File: src/rtl/rmmpc_pkg.sv
// Shared constants, types and helpers for the rook-move minimum path cost block.
package rmmpc_pkg;

    localparam int MAX_GRID = 64;
    localparam int IDX_W    = $clog2(MAX_GRID);
    localparam int SIZE_W   = 7;
    localparam int COST_W   = 8;
    localparam int PATH_W   = 16;

    localparam logic [SIZE_W-1:0] GRID_RESET = SIZE_W'(8);
    localparam logic [PATH_W-1:0] PATH_MAX   = {PATH_W{1'b1}};

    // One result beat
    typedef struct packed {
        logic [PATH_W-1:0] path_cost;
        logic              saturated;
        logic              last_cell;
    } result_t;

    // Grid size in use: zero acts as one, anything above the maximum acts as the maximum
    function automatic logic [SIZE_W-1:0] clamp_size(input logic [SIZE_W-1:0] size);
        logic [SIZE_W-1:0] n;
        n = size;
        if (n == '0)
        begin
            n = SIZE_W'(1);
        end
        else if (n > SIZE_W'(MAX_GRID))
        begin
            n = SIZE_W'(MAX_GRID);
        end
        return n;
    endfunction

endpackage

File: src/rtl/rmmpc_cell.sv
// One column cell: holds the best path cost of one column as it travels down the chain.
module rmmpc_cell (
    input  logic                            clk,
    input  logic                            shift,
    input  logic                            tail,
    input  logic [rmmpc_pkg::PATH_W-1:0]    new_cost,
    input  logic [rmmpc_pkg::PATH_W-1:0]    neighbor_cost,
    output logic [rmmpc_pkg::PATH_W-1:0]    cost
);

    logic [rmmpc_pkg::PATH_W-1:0] cost_reg;
    logic [rmmpc_pkg::PATH_W-1:0] cost_next;

    // On shift the tail takes the fresh column minimum, others their neighbor's value
    always_comb
    begin
        cost_next = cost_reg;
        if (shift)
        begin
            cost_next = tail ? new_cost : neighbor_cost;
        end
    end

    always_ff @(posedge clk)
    begin
        cost_reg <= cost_next;
    end

    assign cost = cost_reg;

endmodule

File: src/rtl/rmmpc_skid.sv
// Output register with a one-beat skid stage so the input side can hand over one more beat while a result waits.
module rmmpc_skid (
    input  logic                    clk,
    input  logic                    rst_n,
    input  logic                    push,
    input  rmmpc_pkg::result_t      push_data,
    output logic                    full,
    output logic                    out_valid,
    input  logic                    out_stall,
    output rmmpc_pkg::result_t      out_data
);

    logic               out_valid_reg;
    logic               out_valid_next;
    logic               skid_valid_reg;
    logic               skid_valid_next;
    rmmpc_pkg::result_t out_data_reg;
    rmmpc_pkg::result_t out_data_next;
    rmmpc_pkg::result_t skid_data_reg;
    rmmpc_pkg::result_t skid_data_next;

    // Fill output first, park in skid only when output is held
    always_comb
    begin
        out_valid_next  = out_valid_reg;
        out_data_next   = out_data_reg;
        skid_valid_next = skid_valid_reg;
        skid_data_next  = skid_data_reg;
        if (!out_valid_reg || !out_stall)
        begin
            out_valid_next  = skid_valid_reg || push;
            out_data_next   = skid_valid_reg ? skid_data_reg : push_data;
            skid_valid_next = 1'b0;
        end
        else if (push)
        begin
            skid_valid_next = 1'b1;
            skid_data_next  = push_data;
        end
    end

    always_ff @(posedge clk or negedge rst_n)
    begin
        if (!rst_n)
        begin
            out_valid_reg  <= 1'b0;
            skid_valid_reg <= 1'b0;
        end
        else
        begin
            out_valid_reg  <= out_valid_next;
            skid_valid_reg <= skid_valid_next;
        end
    end

    always_ff @(posedge clk)
    begin
        out_data_reg  <= out_data_next;
        skid_data_reg <= skid_data_next;
    end

    assign full      = skid_valid_reg;
    assign out_valid = out_valid_reg;
    assign out_data  = out_data_reg;

    // A parked beat always has an occupied output ahead of it
    a_skid_behind_out: assert property (@(posedge clk) disable iff (!rst_n)
        skid_valid_reg |-> out_valid_reg)
        else $error("skid holds a beat while output is empty");

    // Skid only fills when the output was held
    a_skid_fill: assert property (@(posedge clk) disable iff (!rst_n)
        (!skid_valid_reg && push && !(out_valid_reg && out_stall)) |=> !skid_valid_reg)
        else $error("skid filled although output could take the beat");

    // Never accept into a full skid
    a_no_push_full: assert property (@(posedge clk) disable iff (!rst_n)
        skid_valid_reg |-> !push)
        else $error("beat pushed while skid full");

endmodule

File: src/rtl/rook_move_min_path_cost.sv
// Top level: streaming minimum path cost over a square grid with right/down rook moves.
//
// Cells arrive in raster order, one beat per cell, and each produces exactly one
// result beat carrying the least path cost to that cell (saturated at 65535, with a
// flag) and a last_cell mark on the bottom-right cell. One cell is taken every clock
// cycle unless in_stall is up (full skid or size write); results are registered, or
// parked in the skid. Per-cell work: compares against the row and column minima,
// one add and one saturate. Column minima travel through a chain of 64 cells that
// shifts once per accepted cell, so the minimum for a column returns to the head
// exactly one grid row later. Writing grid_size (through cfg_valid/cfg_ready, always
// ready) restarts the grid at the top-left cell; cell beats are stalled while a
// write is presented. Write it only while no results are outstanding.
module rook_move_min_path_cost (
    input  logic                                clk,
    input  logic                                rst_n,
    input  logic                                cfg_valid,
    output logic                                cfg_ready,
    input  logic [rmmpc_pkg::SIZE_W-1:0]        grid_size,
    input  logic                                in_valid,
    output logic                                in_stall,
    input  logic [rmmpc_pkg::COST_W-1:0]        cell_cost,
    output logic                                out_valid,
    input  logic                                out_stall,
    output logic [rmmpc_pkg::PATH_W-1:0]        path_cost,
    output logic                                saturated,
    output logic                                last_cell
);

    localparam int N  = rmmpc_pkg::MAX_GRID;
    localparam int IW = rmmpc_pkg::IDX_W;
    localparam int SW = rmmpc_pkg::SIZE_W;
    localparam int PW = rmmpc_pkg::PATH_W;

    logic [SW-1:0] grid_size_reg;
    logic [SW-1:0] grid_size_next;
    logic [IW-1:0] row_index_reg;
    logic [IW-1:0] row_index_next;
    logic [IW-1:0] col_index_reg;
    logic [IW-1:0] col_index_next;
    logic [PW-1:0] row_best_reg;
    logic [PW-1:0] row_best_next;

    logic          cfg_write;
    logic          accept;
    logic          skid_full;
    logic [SW-1:0] n_active;
    logic [IW-1:0] n_m1;
    logic [IW-1:0] i_cur;
    logic [IW-1:0] j_cur;
    logic          first;
    logic [PW-1:0] best;
    logic [PW:0]   sum;
    logic [PW-1:0] total;
    logic          clip;
    logic [PW-1:0] col_new;
    logic          is_last;

    logic [PW-1:0] chain_cost [N];

    rmmpc_pkg::result_t result;
    rmmpc_pkg::result_t out_data;

    assign cfg_ready = 1'b1;
    assign cfg_write = cfg_valid;
    assign in_stall  = skid_full || cfg_write;
    assign accept    = in_valid && !in_stall;

    assign n_active = rmmpc_pkg::clamp_size(grid_size_reg);
    assign n_m1     = IW'(n_active - SW'(1));

    // Position, path cost and running minima for the current cell
    always_comb
    begin
        i_cur = row_index_reg;
        j_cur = col_index_reg;
        if ({1'b0, row_index_reg} >= n_active || {1'b0, col_index_reg} >= n_active)
        begin
            i_cur = '0;
            j_cur = '0;
        end
        first = (i_cur == '0) && (j_cur == '0);

        best = rmmpc_pkg::PATH_MAX;
        if (j_cur != '0 && row_best_reg < best)
        begin
            best = row_best_reg;
        end
        if (i_cur != '0 && chain_cost[0] < best)
        begin
            best = chain_cost[0];
        end
        sum = {1'b0, best} + (PW+1)'(cell_cost);

        if (first)
        begin
            total = PW'(cell_cost);
            clip  = 1'b0;
        end
        else
        begin
            clip  = sum[PW];
            total = clip ? rmmpc_pkg::PATH_MAX : sum[PW-1:0];
        end

        col_new = (i_cur == '0 || total < chain_cost[0]) ? total : chain_cost[0];
        is_last = (i_cur == n_m1) && (j_cur == n_m1);
    end

    // Control state update
    always_comb
    begin
        grid_size_next = grid_size_reg;
        row_index_next = row_index_reg;
        col_index_next = col_index_reg;
        row_best_next  = row_best_reg;
        if (cfg_write)
        begin
            grid_size_next = grid_size;
            row_index_next = '0;
            col_index_next = '0;
            row_best_next  = '0;
        end
        else if (accept)
        begin
            if (j_cur == '0 || total < row_best_reg)
            begin
                row_best_next = total;
            end
            if (j_cur == n_m1)
            begin
                col_index_next = '0;
                row_index_next = (i_cur == n_m1) ? '0 : i_cur + IW'(1);
            end
            else
            begin
                col_index_next = j_cur + IW'(1);
                row_index_next = i_cur;
            end
        end
    end

    always_ff @(posedge clk or negedge rst_n)
    begin
        if (!rst_n)
        begin
            grid_size_reg <= rmmpc_pkg::GRID_RESET;
            row_index_reg <= '0;
            col_index_reg <= '0;
            row_best_reg  <= '0;
        end
        else
        begin
            grid_size_reg <= grid_size_next;
            row_index_reg <= row_index_next;
            col_index_reg <= col_index_next;
            row_best_reg  <= row_best_next;
        end
    end

    // Column chain: cell n-1 takes the new minimum, head cell feeds the next row
    for (genvar k = 0; k < N; k++)
    begin : g_col
        logic [PW-1:0] neighbor;
        if (k == N - 1)
        begin : g_end
            assign neighbor = col_new;
        end
        else
        begin : g_mid
            assign neighbor = chain_cost[k+1];
        end

        rmmpc_cell u_cell (
            .clk           (clk),
            .shift         (accept && !cfg_write),
            .tail          (n_m1 == IW'(k)),
            .new_cost      (col_new),
            .neighbor_cost (neighbor),
            .cost          (chain_cost[k])
        );
    end

    assign result.path_cost = total;
    assign result.saturated = clip;
    assign result.last_cell = is_last;

    rmmpc_skid u_skid (
        .clk       (clk),
        .rst_n     (rst_n),
        .push      (accept && !cfg_write),
        .push_data (result),
        .full      (skid_full),
        .out_valid (out_valid),
        .out_stall (out_stall),
        .out_data  (out_data)
    );

    assign path_cost = out_data.path_cost;
    assign saturated = out_data.saturated;
    assign last_cell = out_data.last_cell;

    // Clipped results sit at the top of the range
    a_sat_max: assert property (@(posedge clk) disable iff (!rst_n)
        (out_valid && saturated) |-> (path_cost == rmmpc_pkg::PATH_MAX))
        else $error("saturated result below maximum");

    // The last cell wraps the position back to the top-left
    a_last_wrap: assert property (@(posedge clk) disable iff (!rst_n)
        (accept && !cfg_write && is_last) |=> (row_index_reg == '0 && col_index_reg == '0))
        else $error("position did not wrap after last cell");

    // Position stays inside the active grid
    a_pos_range: assert property (@(posedge clk) disable iff (!rst_n)
        ({1'b0, row_index_reg} < n_active) && ({1'b0, col_index_reg} < n_active))
        else $error("grid position out of range");

    // A configuration write restarts the grid
    a_cfg_restart: assert property (@(posedge clk) disable iff (!rst_n)
        cfg_write |=> (row_index_reg == '0 && col_index_reg == '0 && row_best_reg == '0))
        else $error("grid not restarted after configuration write");

endmodule

File: config.mk
export PLATFORM = sky130hd
export DESIGN_NAME = rook_move_min_path_cost
export DESIGN_NICKNAME = d
export VERILOG_FILES = /design/src/rtl/rmmpc_pkg.sv /design/src/rtl/rmmpc_cell.sv /design/src/rtl/rmmpc_skid.sv /design/src/rtl/rook_move_min_path_cost.sv
export SDC_FILE = /design/constraint.sdc
export NUM_CORES = 2
export LEC_CHECK = 0
export ABC_AREA = 1
export BUFFER_PORTS_ARGS = -buffer_cell sky130_fd_sc_hd__buf_2
export CAP_MARGIN = 40
export CORE_MARGIN = 2
export CORE_UTILIZATION = 40
export CTS_CLUSTER_SIZE = 30
export DETAILED_ROUTE_END_ITERATION = 6
export GPL_TIMING_DRIVEN = 0
export SETUP_SLACK_MARGIN = 0.2
export SLEW_MARGIN = 20
export SYNTH_ARGS = -nofsm -noshare
export SYNTH_HDL_FRONTEND = slang
export SYNTH_HIERARCHICAL = 1
export SYNTH_SLANG_ARGS = --single-unit
File: constraint.sdc
create_clock -name clk -period 24.4 [get_ports clk]
set_input_delay 1.22 -clock clk [delete_from_list [all_inputs] [get_ports clk]]
set_output_delay 1.22 -clock clk [all_outputs]
set_load 0.01 [all_outputs]
; After elaboration in Yosys (flattened, before gate mapping)
; Index checks and enable logic that the tools add are counted.
[word_totals]
ff_bits = 1097
in_bits = 20
out_inout_bits = 21
word_cells = 265
[classes]
n_lt_le_gt_ge = 7
n_reduce_logical = 27
n_eq_ne = 64
bitwise = 1
mux = 86
n_addsub = 4
[ops]
columns = operator, n
row1 = $mux 16, 71
row2 = $eq 6x6->1 const B, 31
row3 = $eq 6x5->1 const B, 16
row4 = $mux 6, 9
row5 = $eq 6x4->1 const B, 8
row6 = $lt 16x16->1, 3
row7 = $eq 6x3->1 const B, 4
row8 = $logic_not 6->1, 3
row9 = $mux 18, 1
row10 = $add 16x8->17, 1
row11 = $lt 16x16->1 const B, 1
row12 = $ge 6x7->1, 2
row13 = $mux 7, 2
row14 = $add 6x1->6 const B, 2
row15 = $eq 6x2->1 const B, 2
row16 = $eq 6x6->1, 2
row17 = $reduce_bool 6->1, 2
row18 = $gt 7x7->1 const B, 1
row19 = $logic_not 7->1, 1
row20 = $eq 6x1->1 const B, 1
row21 = $logic_and 1x1->1, 6
row22 = $logic_or 1x1->1, 6
row23 = $reduce_bool 2->1, 3
row24 = $sub 6x1->6 const B, 1
row25 = other kinds (4), 10

; Depth between registers and ports, before layout
[depth]
depth_word = 20
mapped_depth = 69
depth_no_buf = 63

; Modules after synthesis
; The synthesis kept the hierarchy.
[modules_own_cells]
columns = module, cells_per_inst, area_each_um2, instances, seq_area_each_um2
row1 = rmmpc_cell, 68, 724.4, 64, 480.5
row2 = rook_move_min_path_cost, 823, 5146.2, 1, 877.1
row3 = rmmpc_skid, 102, 1405.1, 1, 1131.1

; Worst setup path before layout
; OpenSTA, ideal clock, no wires.
[synth_timing]
path_type = input -> register
startpoint = input cfg_valid
endpoint = register col_index_reg[0]
required_ns = 24.222
path_buffers = 0
setup_slack_ns = 0.347
path_stages = 5
arrival_ns = 23.875
setup_time_ns = 0.178
cell_sequence = inv_1 > nand3_1 > inv_1 > nand2_1 > o22ai_1
[synth_via]
elab_chain_len = 4
elab_cells_between_ends = 5
cone_classes = mux: 1 / reduce/logical: 4
[synth_rtl]
columns = element, line_no
row1 = "start, declared", rook_move_min_path_cost.sv:16  ; input logic cfg_valid,
row2 = $logic_or 1x1->1, rook_move_min_path_cost.sv:65  ; assign in_stall = skid_full || cfg_write;
row3 = $logic_not 1->1, rook_move_min_path_cost.sv:66  ; assign accept = in_valid && !in_stall;
row4 = $logic_and 1x1->1, rook_move_min_path_cost.sv:66
row5 = $reduce_bool 2->1 (no line), -
row6 = "end signal, assigned", rook_move_min_path_cost.sv:155  ; col_index_reg <= col_index_next;
row7 = "end, declared", rook_move_min_path_cost.sv:38  ; logic [IW-1:0] col_index_reg;
; Parallel ways exist; a longest one is shown, timed or not.
; A chain may end at the register's enable or synchronous reset.

; Final worst setup path
[layout_timing]
startpoint = register grid_size_reg[3]
endpoint = register g_col[29].u_cell.cost_reg, in the netlist g_col[29].u_cell/cost[11], data pin
[layout_via]
elab_chain_len = 19
elab_cells_between_ends = 28
cone_classes = add/sub: 2 / order compare: 5 / eq/ne: 1 / mux: 10 / reduce/logical: 10
[layout_rtl]
columns = element, line_no
row1 = "start, declared", rook_move_min_path_cost.sv:34  ; logic [SW-1:0] grid_size_reg;
row2 = "start signal, assigned", rook_move_min_path_cost.sv:146  ; grid_size_reg <= rmmpc_pkg::GRID_RESET;
row3 = "start signal, assigned", rook_move_min_path_cost.sv:153  ; grid_size_reg <= grid_size_next;
row4 = $gt 7x7->1, rmmpc_pkg.sv:28  ; else if (n > SIZE_W'(MAX_GRID))
row5 = $mux 7, rmmpc_pkg.sv:28
row6 = $mux 7 (*), rmmpc_pkg.sv:24  ; if (n == '0)
row7 = $ge 6x7->1, rook_move_min_path_cost.sv:76  ; if ({1'b0, row_index_reg} >= n_active || {1'b0, col_index_reg} >= n_active)
row8 = $logic_or 1x1->1 (*), rook_move_min_path_cost.sv:76
row9 = $mux 6, rook_move_min_path_cost.sv:76
row10 = $reduce_bool 6->1, rook_move_min_path_cost.sv:84  ; if (j_cur != '0 && row_best_reg < best)
row11 = $logic_and 1x1->1, rook_move_min_path_cost.sv:84
row12 = [... 5 more ...], -
row13 = $mux 16, rook_move_min_path_cost.sv:102  ; total = clip ? rmmpc_pkg::PATH_MAX : sum[PW-1:0];
row14 = $mux 16 (*), rook_move_min_path_cost.sv:94  ; if (first)
row15 = net total[10], rook_move_min_path_cost.sv:53  ; logic [PW-1:0] total;
row16 = $lt 16x16->1 (*), rook_move_min_path_cost.sv:105  ; col_new = (i_cur == '0 || total < chain_cost[0]) ? total : chain_cost[0];
row17 = $logic_or 1x1->1 (*), rook_move_min_path_cost.sv:105
row18 = $mux 16 (*), rook_move_min_path_cost.sv:105
row19 = net col_new[11], rook_move_min_path_cost.sv:55  ; logic [PW-1:0] col_new;
row20 = $mux 16 (*), rmmpc_cell.sv:20  ; cost_next = tail ? new_cost : neighbor_cost;
row21 = "end signal, assigned", rmmpc_cell.sv:26  ; cost_reg <= cost_next;
row22 = "end, declared", rmmpc_cell.sv:11  ; logic [rmmpc_pkg::PATH_W-1:0] cost_reg;
; The timed path passes the listed nets; every way through them passes the cells marked *.

==> results.cfg <==
[yosys]
synth_most_common_cell = nand2_1
ys_seq_elements = 1097
ys_seq_area_frac = 0.619
postSynthCellCount = 5277
syn_area_mm2 = 0.0529
synth.distinct_cells = 49
synth_edf_count = 1060
async_reset_ff_frac = 0.0337
synth_common_cells = nand2_1, edfxtp_1, nand2_2, nor2_1, buf_6
yosys_warnings = 6
netlist.area_leader.share = 0.602
synth_top_cell_by_area = edfxtp_1
synth.area.top_cells = edfxtp_1, nand2_1, nand2_2
yosys_most_used_dff = edfxtp_1
avgSynthCellArea_um2 = 10.0
syn-num-nets = 5372

[critical_path]
critPathArrivalTime_ns = 12.75
crit_path_max_fanout = 39
cpPeakStageDelay_ns = 0.69
critPathKind = register to register
critPathRequiredTime_ns = 24.95
crit_path_frequent_cell = nand2_1
worst_path_max_delay_cell = a2111oi_0
end_kind = register
startpoint_type = register

[global_route]
grt_max_degree = 112
grt_pass1_vias = 33400
grt_first_pass_wirelength_mm = 180
antenna_found_initial = 2
grt.overflow.total = 0
grt_usage = 0.164

[timing]
tns_ns = 0
relSlewSlack = 0.418
min_period_ns = 12.20
worst_slew_pin_slew_ns = 0.852
drv_slew = 0
fin_worst_skew_ns = 0.0229
fmax_mhz = 82.0
rsz0062_at_grt = false
setup_ws_ns = 12.20
hold_viol_final = 0
final.period_utilization = 0.500
setup_violations = 0

[detailed_routing]
dr.pass1.iters = 6
drtIter0Drc = 2819
routed_wl_mm = 110
drc = 0
vias_per_cell = 4.72
ant_nets = 0
wl_per_cell_um = 15.1
vias = 34600

[place]
pre_cts_slack_ns = 12.37
dp_hpwl_mm = 73.0
port-buffer-count = 39
placed_cell_area_mm2 = 0.0561
gp_congestion = 0.850

[clocking]
cts_buffers = 118
cts_setup_buffers = 0
clk_latency_ns = 0.70
clockRootBuffer = clkbuf_16
h-tree-depth = 3
cts_sinks = 1097
clkSlewWorstSetupHoldPaths_ns = 0.06
postCtsHoldBufs = 0
cts_tree = done
cts-resized-gates = 0
cts_buffer_depth = 3

[floorplan]
die_x_um = 368
start_util = 0.403
dieArea_mm2 = 0.135
ios = 41
fp.coreArea_mm2 = 0.131
num_rows = 133
die_h_um = 368

[pwr]
p_leak_nw = 25.5
ir_drop_v = 0.0000620
p_per_area_mw_per_mm2 = 84.0

[final_layout]
fin_util = 0.456
largest_reg_flops = 1024
final_area_mm2 = 0.0599
nets = 5560
drive_gt1_frac = 0.158
num_antenna_cells = 0
area_growth_pct = 13.2

[worst_hold_path]
holdCritPathClass = input port to asynchronous set/reset pin

[status]
status = finished clean

[flow_run]
drv_cap = 0
## worst paths after layout
path	startpoint	endpoint	slack, ns	depth (start not counted)
max in group asynchronous	rst_n	col_index_reg[0]	23.43	2
min in group clk	g_col[46].u_cell/cost[2]	g_col[45].u_cell/cost[2]	0.50	2
worst min register to register	g_col[46].u_cell/cost[2]	g_col[45].u_cell/cost[2]	0.50	2
worst max-delay path	grid_size_reg[3]	g_col[29].u_cell/cost[11]	12.20	64
worst max register to register	grid_size_reg[3]	g_col[29].u_cell/cost[11]	12.20	64
worst min-delay path	rst_n	row_best_reg[8]	0.50	1
## power by group
group | internal (mW) | total [mW] | switching [mW]
Clock | 1.02 | 1.75 | 0.737
Combinational | 0.270 | 1.01 | 0.744
Sequential | 2.22 | 2.26 | 0.0429
Total | 3.51 | 5.03 | 1.52
## cell usage in the layout, fill, tap and decap left out, types with 3 or more instances in the layout
cell	count
a211oi_1	5
a21oi_1	33
buf_12	77
buf_16	15
buf_2	44
buf_6	136
bufinv_16	11
clkbuf_1	36
clkbuf_16	120
clkinv_1	35
clkinv_2	22
clkinv_8	3
clkinvlp_4	3
dfrtp_1	36
edfxtp_1	1060
ha_1	74
inv_1	118
inv_2	4
inv_6	64
nand2_1	2981
nand2_2	335
nand2_4	23
nand3_1	57
nand4_1	6
nor2_1	147
nor2_2	4
nor2_4	3
nor3_1	7
nor4_1	7
o21ai_0	24
o21ai_1	5
o22ai_1	14
xnor2_1	5
xor2_1	23
## stage by stage
stage | power (mW) | instances | hold WS (ns)
floorplan | 2.97 | 5277 | 0.464
global placement | 3.35 | 7071 | 0.490
detailed placement | 3.33 | 7100 | 0.491
CTS | 5.09 | 7322 | 0.453
global route | 5.26 | 7322 | 0.488
finish | 5.03 | 7322 | 0.496
## critical path: cells and delay by family, from the launching register on
kind / cells / cell delay, ns
AO/OA/AOI/OAI: 9 / 2.74
flip-flops: 1 / 0.53
adder cells (fa/ha/maj): 6 / 1.73
buffers and inverters: 16 / 2.79
AND/OR/NAND/NOR: 33 / 4.16
## routing by layer
| metal | up-vias | routed length, um | GRT usage |
|---|---|---|---|
| met3 | 205 | 5730 | 0.0265 |
| li1 | 17400 | - | - |
| met4 | 0 | 3530 | 0.0511 |
| met2 | 743 | 50900 | 0.268 |
| met5 | - | 0 | 0 |
| met1 | 16200 | 50300 | 0.224 |
## kinds of logic after synthesis
family	count (synthesis)	share of synthesized area
flops	1097	0.619
fa+ha+maj	75	0.0179
buf+inv	405	0.0741
xor+xnor	28	0.00463
other cells	1	0.0000709
simple gates	3578	0.274
compound gates	93	0.0101
## final cells by class
type | instances | area (um^2)
Fill cell | 12100 | 71600
Sequential cell | 1097 | 32800
Clock inverter | 76 | 663
Multi-Input combinational cell | 3775 | 16400
Buffer | 218 | 2900
Tap cell | 1755 | 2200
Inverter | 187 | 1030
Timing Repair Buffer | 68 | 875
Clock buffer | 146 | 3110
Power figures use the tool's default switching activity.
